$ cat src/rtl/i2c_master_bit_sequencer_assert.svh
// ---------------------------------------------------------------------------
// I2C master bit sequencer assertion macros
// Shared concurrent assertion forms; they compile away under SYNTHESIS.
// ---------------------------------------------------------------------------
`ifndef I2C_MASTER_BIT_SEQUENCER_ASSERT_SVH
`define I2C_MASTER_BIT_SEQUENCER_ASSERT_SVH

`ifndef SYNTHESIS

// Same-cycle implication, checked out of reset.
`define I2CMS_ASSERT_SAME(label, clk, rst_n, ante, cons) \
  label: assert property (@(posedge clk) disable iff (!rst_n) (ante) |-> (cons)) \
    else $error("i2c sequencer assertion failed");

// Next-cycle implication, checked out of reset.
`define I2CMS_ASSERT_NEXT(label, clk, rst_n, ante, cons) \
  label: assert property (@(posedge clk) disable iff (!rst_n) (ante) |=> (cons)) \
    else $error("i2c sequencer assertion failed");

`else

`define I2CMS_ASSERT_SAME(label, clk, rst_n, ante, cons)
`define I2CMS_ASSERT_NEXT(label, clk, rst_n, ante, cons)

`endif

`endif

$ cat src/rtl/i2cms_pkg.sv
// ---------------------------------------------------------------------------
// I2C master bit sequencer package
// Command codes, shared structs and the per-phase line level decoder.
// ---------------------------------------------------------------------------
`default_nettype none

package i2cms_pkg;

  localparam logic [2:0] OP_IDLE  = 3'd0;
  localparam logic [2:0] OP_START = 3'd1;
  localparam logic [2:0] OP_STOP  = 3'd2;
  localparam logic [2:0] OP_WRITE = 3'd3;
  localparam logic [2:0] OP_READ  = 3'd4;
  localparam logic [2:0] OP_SACK  = 3'd5;
  localparam logic [2:0] OP_CACK  = 3'd6;

  localparam logic [15:0] PHASE_LEN_RESET = 16'd15;

  typedef struct packed {
    logic       scl;
    logic       sda;
    logic [7:0] rx_byte;
    logic       ack_seen;
    logic       last;
  } phase_t;

  // Controller to datapath.
  typedef struct packed {
    logic capture;
    logic emit;
    logic advance;
  } ctl_cmd_t;

  // Datapath to controller.
  typedef struct packed {
    logic op_ok;
    logic timer_done;
    logic phase_last;
  } dp_status_t;

  // Line levels of one phase of a command, given the levels left behind
  // by the phase before it.
  function automatic phase_t phase_gen(
    input logic [2:0] op,
    input logic [4:0] step,
    input logic [7:0] tx,
    input logic       ack_bit,
    input logic [7:0] rx_bits,
    input logic       ack_line,
    input logic       scl_lvl,
    input logic       sda_lvl
  );
    phase_t p;
    p = '{scl: 1'b1, sda: 1'b1, rx_byte: 8'd0, ack_seen: 1'b0, last: 1'b0};
    case (op)
      OP_IDLE: begin
        p.scl  = (step == 5'd0) ? scl_lvl : 1'b1;
        p.last = (step == 5'd1);
      end
      OP_START: begin
        case (step)
          5'd0: p.scl = scl_lvl;
          5'd1: p.scl = 1'b1;
          5'd2: p.sda = 1'b0;
          default: begin
            p.scl  = 1'b0;
            p.sda  = 1'b0;
            p.last = 1'b1;
          end
        endcase
      end
      OP_STOP: begin
        case (step)
          5'd0: begin
            p.scl = scl_lvl;
            p.sda = 1'b0;
          end
          5'd1: p.sda = 1'b0;
          default: p.last = 1'b1;
        endcase
      end
      OP_WRITE: begin
        if (step < 5'd16) begin
          // Each bit takes a low and a high SCL phase, MSB first.
          p.sda = tx[3'd7 - step[3:1]];
          if (step[0]) begin
            p.scl = 1'b1;
          end else begin
            p.scl = (step == 5'd0) ? scl_lvl : 1'b0;
          end
        end else if (step == 5'd16) begin
          p.scl = 1'b0;
          p.sda = sda_lvl;
        end else begin
          p.scl  = 1'b0;
          p.last = 1'b1;
        end
      end
      OP_READ: begin
        if (step == 5'd0) begin
          p.scl = 1'b0;
          p.sda = sda_lvl;
        end else if (step == 5'd1) begin
          p.scl = 1'b0;
        end else begin
          p.scl = ~step[0];
        end
        if (step == 5'd17) begin
          p.last    = 1'b1;
          p.rx_byte = rx_bits;
        end
      end
      OP_SACK: begin
        case (step)
          5'd0: begin
            p.scl = 1'b0;
            p.sda = sda_lvl;
          end
          5'd1: begin
            p.scl = 1'b0;
            p.sda = ~ack_bit;
          end
          5'd2: p.sda = ~ack_bit;
          default: begin
            p.scl  = 1'b0;
            p.sda  = ~ack_bit;
            p.last = 1'b1;
          end
        endcase
      end
      OP_CACK: begin
        p.sda = sda_lvl;
        if (step != 5'd0) begin
          p.scl      = 1'b0;
          p.last     = 1'b1;
          p.ack_seen = ~ack_line;
        end
      end
      default: begin
        p.last = 1'b1;
      end
    endcase
    return p;
  endfunction

endpackage

`default_nettype wire

$ cat src/rtl/i2c_master_bit_sequencer.sv
// ---------------------------------------------------------------------------
// I2C master bit sequencer
// Turns bus commands into a stream of SCL/SDA phases, one result per phase.
// ---------------------------------------------------------------------------
//  Channel  Direction  Handshake              Contents
//  in_      slave      in_tvalid/in_tready    one bus command
//  out_     master     out_tvalid/out_tready  one bus phase, tlast on the final one
//  cfg_     slave      cfg_valid/cfg_ready    phase_length write
//
//  A command has N phases (2 to 18). Each phase waits out the hold timer,
//  with a phase_length of 0 counted as 1, then sits in the output register
//  until it is taken.
//  One command is in flight at a time; a new one is taken once the final
//  phase is delivered. The unused operation code is taken and gives no
//  phase. Reset restores phase_length 15 and both lines released.
// ---------------------------------------------------------------------------
`default_nettype none

`include "i2c_master_bit_sequencer_assert.svh"

module i2c_master_bit_sequencer
  import i2cms_pkg::*;
(
  input  wire logic        clk,
  input  wire logic        rst_n,
  input  wire logic        in_tvalid,
  output logic             in_tready,
  input  wire logic [23:0] in_tdata,  // tx_byte[7:0], ack_to_send, rx_line_bits[7:0], ack_line
  input  wire logic [2:0]  in_tuser,  // operation
  output logic             out_tvalid,
  input  wire logic        out_tready,
  output logic [15:0]      out_tdata, // scl_out, sda_out, rx_byte[7:0], ack_seen
  output logic             out_tlast,
  input  wire logic        cfg_valid,
  output logic             cfg_ready,
  input  wire logic [15:0] cfg_data
);

  ctl_cmd_t   cmd;
  dp_status_t status;
  phase_t     phase;

  assign cfg_ready = 1'b1;

  i2cms_ctrl u_ctrl (
    .clk        (clk),
    .rst_n      (rst_n),
    .in_tvalid  (in_tvalid),
    .in_tready  (in_tready),
    .out_tvalid (out_tvalid),
    .out_tready (out_tready),
    .status     (status),
    .cmd        (cmd)
  );

  i2cms_dp u_dp (
    .clk         (clk),
    .rst_n       (rst_n),
    .in_op       (in_tuser),
    .in_tx       (in_tdata[7:0]),
    .in_ack_bit  (in_tdata[8]),
    .in_rx_bits  (in_tdata[16:9]),
    .in_ack_line (in_tdata[17]),
    .cfg_we      (cfg_valid),
    .cfg_value   (cfg_data),
    .cmd         (cmd),
    .status      (status),
    .phase       (phase)
  );

  assign out_tdata = {5'd0, phase.ack_seen, phase.rx_byte, phase.sda, phase.scl};
  assign out_tlast = phase.last;

  // Input and output never overlap.
  `I2CMS_ASSERT_SAME(a_no_overlap, clk, rst_n, in_tready, !out_tvalid)
  // Delivering the final phase frees the block for the next command.
  `I2CMS_ASSERT_NEXT(a_last_frees, clk, rst_n, out_tvalid && out_tready && out_tlast, in_tready)
  // The unused code is dropped at once.
  `I2CMS_ASSERT_NEXT(a_bad_op_drop, clk, rst_n, in_tvalid && in_tready && in_tuser > OP_CACK, in_tready)
  // Read data and ack status only appear on the final phase.
  `I2CMS_ASSERT_SAME(a_status_last, clk, rst_n, out_tvalid && !out_tlast, out_tdata[10:2] == 9'd0)

endmodule

`default_nettype wire

$ cat src/rtl/i2cms_ctrl.sv
// ---------------------------------------------------------------------------
// I2C master bit sequencer controller
// Sequences capture, phase hold and result hand-off for one command.
// ---------------------------------------------------------------------------
`default_nettype none

module i2cms_ctrl
  import i2cms_pkg::*;
(
  input  wire logic       clk,
  input  wire logic       rst_n,
  input  wire logic       in_tvalid,
  output logic            in_tready,
  output logic            out_tvalid,
  input  wire logic       out_tready,
  input  wire dp_status_t status,
  output ctl_cmd_t        cmd
);

  localparam logic [1:0] ST_IDLE = 2'd0;
  localparam logic [1:0] ST_HOLD = 2'd1;
  localparam logic [1:0] ST_SHOW = 2'd2;

  logic [1:0] state_r;
  logic [1:0] state_nxt;

  assign in_tready  = (state_r == ST_IDLE);
  assign out_tvalid = (state_r == ST_SHOW);

  always_comb begin
    state_nxt   = state_r;
    cmd         = '0;
    case (state_r)
      ST_IDLE: begin
        // The unused code is taken and dropped without any phase.
        if (in_tvalid && status.op_ok) begin
          cmd.capture = 1'b1;
          state_nxt   = ST_HOLD;
        end
      end
      ST_HOLD: begin
        if (status.timer_done) begin
          cmd.emit  = 1'b1;
          state_nxt = ST_SHOW;
        end
      end
      ST_SHOW: begin
        if (out_tready) begin
          if (status.phase_last) begin
            state_nxt = ST_IDLE;
          end else begin
            cmd.advance = 1'b1;
            state_nxt   = ST_HOLD;
          end
        end
      end
      default: state_nxt = ST_IDLE;
    endcase
  end

  always_ff @(posedge clk) begin
    if (!rst_n) begin
      state_r <= ST_IDLE;
    end else begin
      state_r <= state_nxt;
    end
  end

endmodule

`default_nettype wire

$ cat src/rtl/i2cms_dp.sv
// ---------------------------------------------------------------------------
// I2C master bit sequencer datapath
// Command registers, phase step and hold timer, line state and result.
// ---------------------------------------------------------------------------
`default_nettype none

module i2cms_dp
  import i2cms_pkg::*;
(
  input  wire logic        clk,
  input  wire logic        rst_n,
  input  wire logic [2:0]  in_op,
  input  wire logic [7:0]  in_tx,
  input  wire logic        in_ack_bit,
  input  wire logic [7:0]  in_rx_bits,
  input  wire logic        in_ack_line,
  input  wire logic        cfg_we,
  input  wire logic [15:0] cfg_value,
  input  wire ctl_cmd_t    cmd,
  output dp_status_t       status,
  output phase_t           phase
);

  logic [2:0]  op_r;
  logic [7:0]  tx_r;
  logic        ack_bit_r;
  logic [7:0]  rx_bits_r;
  logic        ack_line_r;
  logic [4:0]  step_r;
  logic [15:0] timer_r;
  logic [15:0] phase_len_r;
  logic        scl_lvl_r;
  logic        sda_lvl_r;
  phase_t      out_r;
  phase_t      phase_nxt;
  logic [15:0] timer_load;

  // A zero length loads the timer as a length of one does.
  assign timer_load = (phase_len_r == 16'd0) ? 16'd0 : phase_len_r - 16'd1;

  assign phase_nxt = phase_gen(op_r, step_r, tx_r, ack_bit_r, rx_bits_r, ack_line_r,
                               scl_lvl_r, sda_lvl_r);

  assign status.op_ok      = (in_op <= OP_CACK);
  assign status.timer_done = (timer_r == 16'd0);
  assign status.phase_last = out_r.last;
  assign phase             = out_r;

  always_ff @(posedge clk) begin
    if (!rst_n) begin
      phase_len_r <= PHASE_LEN_RESET;
      scl_lvl_r   <= 1'b1;
      sda_lvl_r   <= 1'b1;
    end else begin
      if (cfg_we) begin
        phase_len_r <= cfg_value;
      end
      if (cmd.emit) begin
        scl_lvl_r <= phase_nxt.scl;
        sda_lvl_r <= phase_nxt.sda;
      end
    end
  end

  always_ff @(posedge clk) begin
    if (cmd.capture) begin
      op_r       <= in_op;
      tx_r       <= in_tx;
      ack_bit_r  <= in_ack_bit;
      rx_bits_r  <= in_rx_bits;
      ack_line_r <= in_ack_line;
      step_r     <= 5'd0;
      timer_r    <= timer_load;
    end else if (cmd.advance) begin
      step_r  <= step_r + 5'd1;
      timer_r <= timer_load;
    end else if (timer_r != 16'd0) begin
      timer_r <= timer_r - 16'd1;
    end
    if (cmd.emit) begin
      out_r <= phase_nxt;
    end
  end

endmodule

`default_nettype wire

$ cat config.mk
export PLATFORM = sky130hd
export DESIGN_NAME = i2c_master_bit_sequencer
export DESIGN_NICKNAME = d
export VERILOG_FILES = /design/src/rtl/i2cms_pkg.sv /design/src/rtl/i2c_master_bit_sequencer.sv /design/src/rtl/i2cms_ctrl.sv /design/src/rtl/i2cms_dp.sv
export VERILOG_INCLUDE_DIRS = /design/src /design/src/rtl
export SDC_FILE = /design/constraint.sdc
export NUM_CORES = 1
export LEC_CHECK = 0
export ABC_AREA = 1
export BUFFER_PORTS_ARGS = -buffer_cell sky130_fd_sc_hd__buf_4
export CAP_MARGIN = 20
export CORE_UTILIZATION = 38
export DETAILED_ROUTE_END_ITERATION = 8
export GPL_TIMING_DRIVEN = 0
export PLACE_DENSITY_LB_ADDON = 0.05
export RECOVER_POWER = 100
export REMOVE_ABC_BUFFERS = 1
export SYNTH_ARGS = -nofsm -noshare
export SYNTH_HDL_FRONTEND = slang
export SYNTH_HIERARCHICAL = 1
export SYNTH_SLANG_ARGS = --single-unit
$ cat constraint.sdc
create_clock -name clk -period 11.07 [get_ports clk]
set_clock_uncertainty 0.2 [all_clocks]
set_input_delay 1.6605 -clock clk [delete_from_list [all_inputs] [get_ports clk]]
set_output_delay 1.6605 -clock clk [all_outputs]
set_load 0.02 [all_outputs]
==> flow_summary.yaml, run 1 <==
status:
  status: "completed"
sta:
  hold_violations: 0
  hold_ws_ps: 293.7
  min_period_over_period_pct: 42.51
  rsz0062_at_grt: "no"
  relSlewSlack_pct: 9.287
  fin_setup_tns_ps: 0
  final_max_slew_viol_count: 0
  setup_viol: 0
  setup_ws_ps: 6364
  fin_crit_ps: 4706
  fmax_mhz: 212.5
  tightest_slew_ps: 1350
cts:
  cts_buffers: 9
  numClockSinks: 74
  insertion_delay_ps: 350
  cts.htree.levels: 3
  clk_path_buf_depth: 2
  cts_tree: "done"
  cts_resized: 0
  clkTransAtPathRegs_ps: 90
  cts_hold_buf: 0
  cts_setup_buffers: 0
  clockRootBuffer: "clkbuf_8"
layout:
  fin_area_sq_mm: 0.004476
  drive_above_1_share_pct: 17.70
  fin_nets: 564
  final_cell_mix: "80 x nand2_1, 52 x nor2_1, 49 x edfxtp_1"
  stdcell_count: 647
  diodes: 0
  final_util_pct: 45.58
  final_common_cell: "nand2_1"
  syn_to_final_growth_pct: 15.42
drt:
  vias_per_cell: 4.679
  wl_per_cell_um: 11.96
  final_antenna_net_count: 0
  drt-initial-drc-count: 110
  via_count: 3027
  route.detailed.drc: 0
  totalWireLength_mm: 7.739
  dr.pass1.iters: 4
global_route:
  antenna_found_initial: 0
  grt_max_degree: 22
  grt_overflow: 0
  grt_use_total_pct: 16.15
  grt_pass1_wl_mm: 13.12
  grt_pass1_vias: 2942
run:
  drv_cap: 0
yosys:
  synth_xor_area_share_pct: 2.936
  ys_top_cells_by_area: "edfxtp_1 38%, dfxtp_1 13%, nand2_1 7.6%, nor2_1 4.8%, nand3_1 4.6%"
  synth-edff-count: 49
  synthArstFlopShare_pct: 0
  synth_area_leader_cell: "edfxtp_1"
  synth.avg_cell_area_sq_um: 8.617
  yosys.area_share.simple_pct: 25.75
  synth.area.mux_share_pct: 0
  synth_top_family_by_area: "simple AND/OR/NAND/NOR gates"
  synthFlopType: "edfxtp_1"
  synth_top_area_share_pct: 37.95
  synth_area_sq_mm: 0.003877
  ys_seq_area_share_pct: 50.86
  yosysWarnings: 6
  synth_fa_ha_area_share_pct: 2.259
  synth-compound-area-share_pct: 9.358
  synth_cell_types: 38
  ys_seq_elements: 74
  syn_inst: 450
placed_design:
  detailed_place_hpwl_mm: 5.852
  place_congestion: 0.9153
  numPortBuffers: 55
  dpl_cell_area_sq_mm: 0.004404
  dp.cells: 630
  post-place-ws_ps: 6731
floorplan:
  core_sq_mm: 0.009819
  die_h_um: 103.0
  start_util_pct: 39.49
  die_w_um: 103.0
  ios: 68
  std_cell_rows: 36
  dieArea_sq_mm: 0.01061
power_and_ir_drop:
  combPwrFrac_pct: 18.4
  switching_share_pct: 31.29
  p_switching_mw: 0.2118
  pwr-share-seq_pct: 52.4
  powerDensity_mw_per_mm2: 151.2
  p_int_mw: 0.4651
  p_total_mw: 0.6769
  peakVddDrop_mv: 0.05843
  clockPowerShare_pct: 29.2
  p_leak_nw: 1.937
critical_path:
  arrival_ps: 4730
  crit_path_max_fanout: 16
  reg2reg_depth: 6
  path_class: "input pin to register"
  crit_path_start_kind: "input pin"
  worstPathRequired_ps: 11090
  end_kind: "register"
worst_hold_path:
  hold_class: "register to register"
  hold_depth: 2
==> power by group through the flow <==
stage | Combinational [mW] | Clock, mW | Sequential, mW
2_1_floorplan | 0.0945 | 0 | 0.356
3_3_place_gp | 0.127 | 0 | 0.361
3_5_place_dp | 0.131 | 0 | 0.361
4_1_cts | 0.131 | 0.207 | 0.355
5_1_grt | 0.145 | 0.216 | 0.359
6_report | 0.124 | 0.198 | 0.355
==> cells in the mapped netlist (2+ instances only) <==
cell type	n
nand2_1	78
nor2_1	50
conb_1	2
clkbuf_1	4
a21oi_1	27
dfxtp_1	25
xor2_1	10
ha_1	7
nand2_2	8
inv_1	46
buf_6	2
inv_2	18
nand3_2	2
xnor2_1	3
edfxtp_1	49
nor2_2	6
nor2_4	2
o21ai_1	7
nor4_1	2
nand4_1	7
nand3_1	36
a31oi_1	2
o21ai_0	23
o22ai_1	4
nor3_1	11
buf_4	7
==> cells by family after synthesis <==
| kind of cell | after synthesis |
|---|---|
| adders and majority gates | 7 |
| DFF | 74 |
| buffers and inverters | 78 |
| and+or+nand+nor | 209 |
| AOI/OAI and AO/OA | 67 |
| other | 2 |
| xor gates and xnor gates | 13 |
==> sequential cells by signal, summed over array words and instances, names as in the netlist <==
name              count
u_dp/phase_len_r     16
u_dp/timer_r         16
u_dp/phase           12
u_dp/rx_bits_r        8
u_dp/tx_r             8
u_dp/step_r           5
u_dp/op_r             3
u_ctrl/state_r        2
u_dp/ack_bit_r        1
u_dp/ack_line_r       1
u_dp/scl_lvl_r        1
u_dp/sda_lvl_r        1
==> final timing paths <==
check	from	end	slack, ps
setup / recovery	in_tuser[1]	u_dp/timer_r[15]	6360
hold / removal	u_dp/phase_len_r[1]	u_dp/phase_len_r[1]	290
setup reg to reg	u_ctrl/state_r[0]	u_dp/timer_r[15]	7490
hold reg to reg	u_dp/phase_len_r[1]	u_dp/phase_len_r[1]	290
==> per-layer routing <==
metal | up-vias | track usage (%) | share of wire (%)
met2 | 71 | 29.33 | 50
met4 | 0 | 6.392 | 1.8
met3 | 11 | 3.932 | 4.2
li1 | 1600 | - | -
met1 | 1345 | 18.15 | 44
met5 | - | 0 | 0
==> layout make-up <==
cell class              count  area (sq um)
repair buffers             58         361.6
flip-flops and latches     74          1972
clock inverters             7         60.06
multi-input cells         302          1551
inverters                  64         240.2
well taps                 133         166.4
clock buffers               9         123.9
fillers                  1048          5344
==> worst max-delay path, cell delays in order <==
cell and delay, ps:
clkbuf_4 110, nand3_1 70, nand2_1 60, nor3_1 1020
clkbuf_1 510, nor2_1 390, a21oi_1 590, nand3_1 210
nand2_1 100
Power figures use the tool's default switching activity.
==> run 2, diff against run 1 <==
clock period = 4.2 ns   (was 11.07 ns; I/O delays follow)
==> flow_summary.yaml, run 2 (synthesis results as in run 1) <==
critical_path:
  rr_startpoint: "u_ctrl/state_r[0]"
  crit_slowest_cell: "nor3_1"
  path_class: "input pin to register"
  worstPathRequired_ps: 4220
  arrival_ps: 3230
  end_kind: "register"
  crit_path_start_kind: "input pin"
  crit_start: "in_tuser[1]"
  crit_path_max_fanout: 16
  path_delay_family: "simple AND/OR/NAND/NOR gates"
  path_cells: "clkbuf_4 > nand3_1 > nand2_1 > nor3_1 > buf_6 > nor2_2 > a21oi_1 > nand3_1 > nand2_1"
  critPathBufInv: 2
  critPathMaxStageDelay_ps: 1070
drt:
  via_count: 3026
  totalWireLength_mm: 7.735
  wl_per_cell_um: 11.96
  final_antenna_net_count: 0
  drt-initial-drc-count: 110
  dr.pass1.iters: 4
  route.detailed.drc: 0
  vias_per_cell: 4.677
floorplan:
  core_sq_mm: 0.009819
  die_h_um: 103.0
  std_cell_rows: 36
  ios: 68
  dieArea_sq_mm: 0.01061
  start_util_pct: 39.49
  die_w_um: 103.0
cts:
  cts_buffers: 9
  clkTransAtPathRegs_ps: 90
  numClockSinks: 74
  cts_setup_buffers: 0
  cts_tree: "done"
  cts_hold_buf: 0
  cts.htree.levels: 3
  clockRootBuffer: "clkbuf_8"
  clk_path_buf_depth: 2
  insertion_delay_ps: 350
  cts_resized: 0
layout:
  regArea_sq_mm: 0.001972
  multi_input_comb_area_sq_mm: 0.001554
  fin_nets: 564
  syn_to_final_growth_pct: 15.68
  drive_above_1_share_pct: 18.09
  diodes: 0
  final_cell_mix: "80 x nand2_1, 51 x nor2_1, 49 x edfxtp_1"
  final_common_cell: "nand2_1"
  fill_cells: 1045
placed_design:
  detailed_place_hpwl_mm: 5.852
  place_congestion: 0.9153
  numPortBuffers: 55
sta:
  fin_crit_ps: 3206
  min_period_over_period_pct: 76.32
  hold_violations: 0
  fin_setup_tns_ps: 0
  hold_ws_ps: 271.0
  fmax_mhz: 312.0
  setup_viol: 0
  final_max_slew_viol_count: 0
  tightest_slew_ps: 1419
  relSlewSlack_pct: 4.681
  rsz0062_at_grt: "no"
global_route:
  grt_pass1_wl_mm: 13.12
  antenna_found_initial: 0
  grt_overflow: 0
  grt_pass1_vias: 2942
  grt_use_total_pct: 16.15
  grt_max_degree: 22
power_and_ir_drop:
  p_total_mw: 1.787
  powerDensity_mw_per_mm2: 398.4
  peakVddDrop_mv: 0.1535
  p_leak_nw: 1.904
status:
  status: "completed"
worst_hold_path:
  hp-start: "in_tdata[0]"
  hold_class: "input pin to register"
run:
  drv_cap: 0
-- run 2: layout make-up --
cell class                 count  share of cell area, %
timing repair buffer          58                  8.229
sequential                    74                  43.96
tap                          133                  3.710
clock buffer                   9                  2.762
inverter                      64                  5.356
multi-input combinational    302                  34.64
clock inverter                 7                  1.339
-- run 2: metrics by stage --
step | utilization (%) | std cells | setup WS (ps) | cell area [sq um]
after floorplan | - | 440 | 118.5 | 3797
after global placement | 44.57 | 628 | -1665 | 4377
after detailed placement | 44.85 | 630 | 891.4 | 4404
after CTS | 46.73 | 646 | 1094 | 4588
after global routing | 45.68 | 647 | 732.4 | 4486
final | 45.68 | 647 | 994.4 | 4486
-- run 2: final timing paths --
| check | slack [ps] | endpoint | cells after the start |
|---|---|---|---|
| setup / recovery | 990 | u_dp/timer_r[15] | 9 |
| hold / removal | 270 | u_dp/tx_r[0] | 1 |
| setup reg to reg | 1090 | u_dp/timer_r[15] | 6 |
| hold reg to reg | 290 | u_dp/phase_len_r[1] | 2 |
-- run 2: per-layer routing --
| layer | track usage, % | up-vias | share of wire [%] |
|---|---|---|---|
| li1 | - | 1600 | - |
| met1 | 18.15 | 1344 | 44 |
| met2 | 29.33 | 71 | 50 |
| met3 | 3.932 | 11 | 4.2 |
| met4 | 6.392 | 0 | 1.8 |
| met5 | 0 | - | 0 |
-- run 2: power breakdown --
| part | switching (mW) | internal (mW) | total [mW] |
|---|---|---|---|
| Clock | 0.297 | 0.224 | 0.522 |
| Sequential | 0.0567 | 0.878 | 0.935 |
| Combinational | 0.205 | 0.125 | 0.330 |
==> run 3, diff against run 2 <==
ABC_AREA = 0   (was 1)
clock period = 2.8 ns   (was 4.2 ns; I/O delays follow)
==> flow_summary.yaml, run 3 <==
status:
  status: "completed"
sta:
  fmax_mhz: 380.4
  fin_crit_ps: 2629
  relSlewSlack_pct: 22.19
  hold_violations: 0
  tightest_slew_ps: 1167
  setup_viol: 0
  final_max_slew_viol_count: 0
  min_period_over_period_pct: 93.89
  rsz0062_at_grt: "no"
  hold_ws_ps: 65.10
layout:
  drive_above_1_share_pct: 18.70
  multi_input_comb_area_sq_mm: 0.001614
  fill_cells: 880
  fin_nets: 435
  stdcell_count: 514
  regArea_sq_mm: 0.001972
  fin_area_sq_mm: 0.004372
  final_cell_mix: "49 x edfxtp_1, 28 x nor2_1, 25 x dfxtp_1"
  diodes: 0
  syn_to_final_growth_pct: 18.16
  final_common_cell: "edfxtp_1"
drt:
  via_count: 2552
  met2_wirelength_mm: 3.205
  totalWireLength_mm: 7.161
  top_layer: "met4"
  vias_per_cell: 4.965
  m1WireLength_mm: 3.611
  dr.pass1.iters: 4
  route.detailed.drc: 0
  drt-initial-drc-count: 79
  wl_met3_um: 246
  wl_per_cell_um: 13.93
  final_antenna_net_count: 0
placed_design:
  detailed_place_hpwl_mm: 5.040
  dp.cells: 498
  dpl_cell_area_sq_mm: 0.004220
  numPortBuffers: 55
  place_congestion: 0.7666
critical_path:
  end_kind: "register"
  crit_path_start_kind: "register"
  reg2reg_depth: 7
  crit_slowest_cell: "or4_1"
  path_cells: "inv_1 > ha_1 > or4b_4 > or4_1 > xnor2_1 > nor2_1 > a21oi_1"
  critPathMaxStageDelay_ps: 540
  r2r-end: "u_dp/timer_r[14]"
  crit_path_max_fanout: 5
  r2r_setup_slack_ps: 170
  path_class: "register to register"
  worstPathRequired_ps: 2680
  arrival_ps: 2510
  rr_startpoint: "u_dp/timer_r[0]"
run:
  drv_cap: 0
floorplan:
  ios: 68
  die_h_um: 100.7
  dieArea_sq_mm: 0.01013
  die_w_um: 100.7
  std_cell_rows: 35
  core_sq_mm: 0.009328
  start_util_pct: 39.66
yosys:
  ys_top_cells_by_area: "edfxtp_1 40%, dfxtp_1 14%, mux2i_1 4.9%, xnor2_1 3.8%, xor2_1 3.1%"
  synth_area_leader_cell: "edfxtp_1"
  ys_seq_area_share_pct: 53.30
  synthFlopType: "edfxtp_1"
  synth_top_area_share_pct: 39.77
  syn_inst: 326
  synth.avg_cell_area_sq_um: 11.35
  synthArstFlopShare_pct: 0
  yosysWarnings: 6
  synth_area_sq_mm: 0.003700
  yosysMostFrequentCell: "edfxtp_1"
  synthTopCellsByCount: "49 x edfxtp_1, 28 x nor2_1, 25 x dfxtp_1, 19 x nand2_1, 18 x mux2i_1"
  synth-edff-count: 49
  synth_cell_types: 57
  ys_seq_elements: 74
worst_hold_path:
  hold_class: "input pin to register"
  hold_depth: 1
  hp-start: "in_tdata[14]"
  hold-path-endpoint: "u_dp/rx_bits_r[5]"
cts:
  clk_path_buf_depth: 2
  numClockSinks: 74
  insertion_delay_ps: 350
  cts_buffers: 9
  clockRootBuffer: "clkbuf_8"
  cts_setup_buffers: 0
  clkTransAtPathRegs_ps: 90
  cts_tree: "done"
  cts.htree.levels: 3
global_route:
  grt_pass1_wl_mm: 11.43
  grt_pass1_vias: 2294
  grt_max_degree: 23
  antenna_found_initial: 0
  grt_overflow: 0
  grt_use_total_pct: 14.86
power_and_ir_drop:
  p_leak_nw: 1.590
  peakVddDrop_mv: 0.2668
  p_total_mw: 2.815
  powerDensity_mw_per_mm2: 644.0
[run 3: cell count changes after synthesis, sizes merged, moves of 18 or more]
cell,change
nand3,-35
inv,-56
a21oi,-21
o21ai,-25
mux2i,+18
nand2,-67
nor2,-31
[run 3: area by class of cell]
class | count | area share, %
flip-flops and latches | 74 | 45.11
repair buffers | 57 | 8.872
well taps | 129 | 3.692
multi-input cells | 230 | 36.92
inverters | 8 | 0.6869
clock inverters | 7 | 1.889
clock buffers | 9 | 2.833
[run 3: power breakdown]
part | internal (mW) | switching (mW)
Clock | 0.427 | 0.441
Combinational | 0.251 | 0.248
Sequential | 1.33 | 0.121
[run 3: worst max-delay path, delay by kind of cell, from the launching register on]
kind                       cells  cell delay (ps)
AOI/OAI and AO/OA              1               60
xor gates and xnor gates       1              140
adders and majority gates      1              210
buffers and inverters          1              120
DFF                            1              480
and+or+nand+nor                3             1160
[run 3: metrics by stage]
stage                     TNS (ps)  worst slack [ps]  utilization [%]
after global routing             0             16.76            46.87
after detailed placement     -3432            -214.9            45.24
after floorplan                  0             86.89                -
after CTS                        0             178.4            47.48
final                            0             171.1            46.87
after global placement      -15160            -701.7            44.90
[run 3: cells by family after synthesis]
family / after synthesis / synth area share [%]
muxes: 20 / 6.087
AOI/OAI and AO/OA: 43 / 7.813
buffers and inverters: 26 / 3.551
other: 2 / 0.2030
and+or+nand+nor: 125 / 19.82
adders and majority gates: 7 / 2.367
DFF: 74 / 53.30
xor gates and xnor gates: 29 / 6.865
[run 3: how the worst max path moves through the flow]
stage                         start               end  cells past startpoint
floorplan               in_tuser[2]   u_dp/timer_r[0]                      4
global placement        in_tuser[1]   u_dp/timer_r[8]                      5
detailed placement      in_tuser[1]  u_dp/timer_r[11]                      6
CTS                 u_dp/timer_r[0]  u_dp/timer_r[14]                      7
global route         u_dp/step_r[1]    u_dp/sda_lvl_r                      6
finish              u_dp/timer_r[0]  u_dp/timer_r[14]                      7
[run 3: metal layers]
metal	vias up	track usage (%)
met1	1193	21.47
li1	1291	-
met2	60	21.81
met4	0	6.020
met5	-	0
met3	8	2.843
[run 3: what timing repair did]
item,in CTS,in global routing
hold buffers,0,0
gates resized for setup,1,0
setup endpoints to repair,16,0
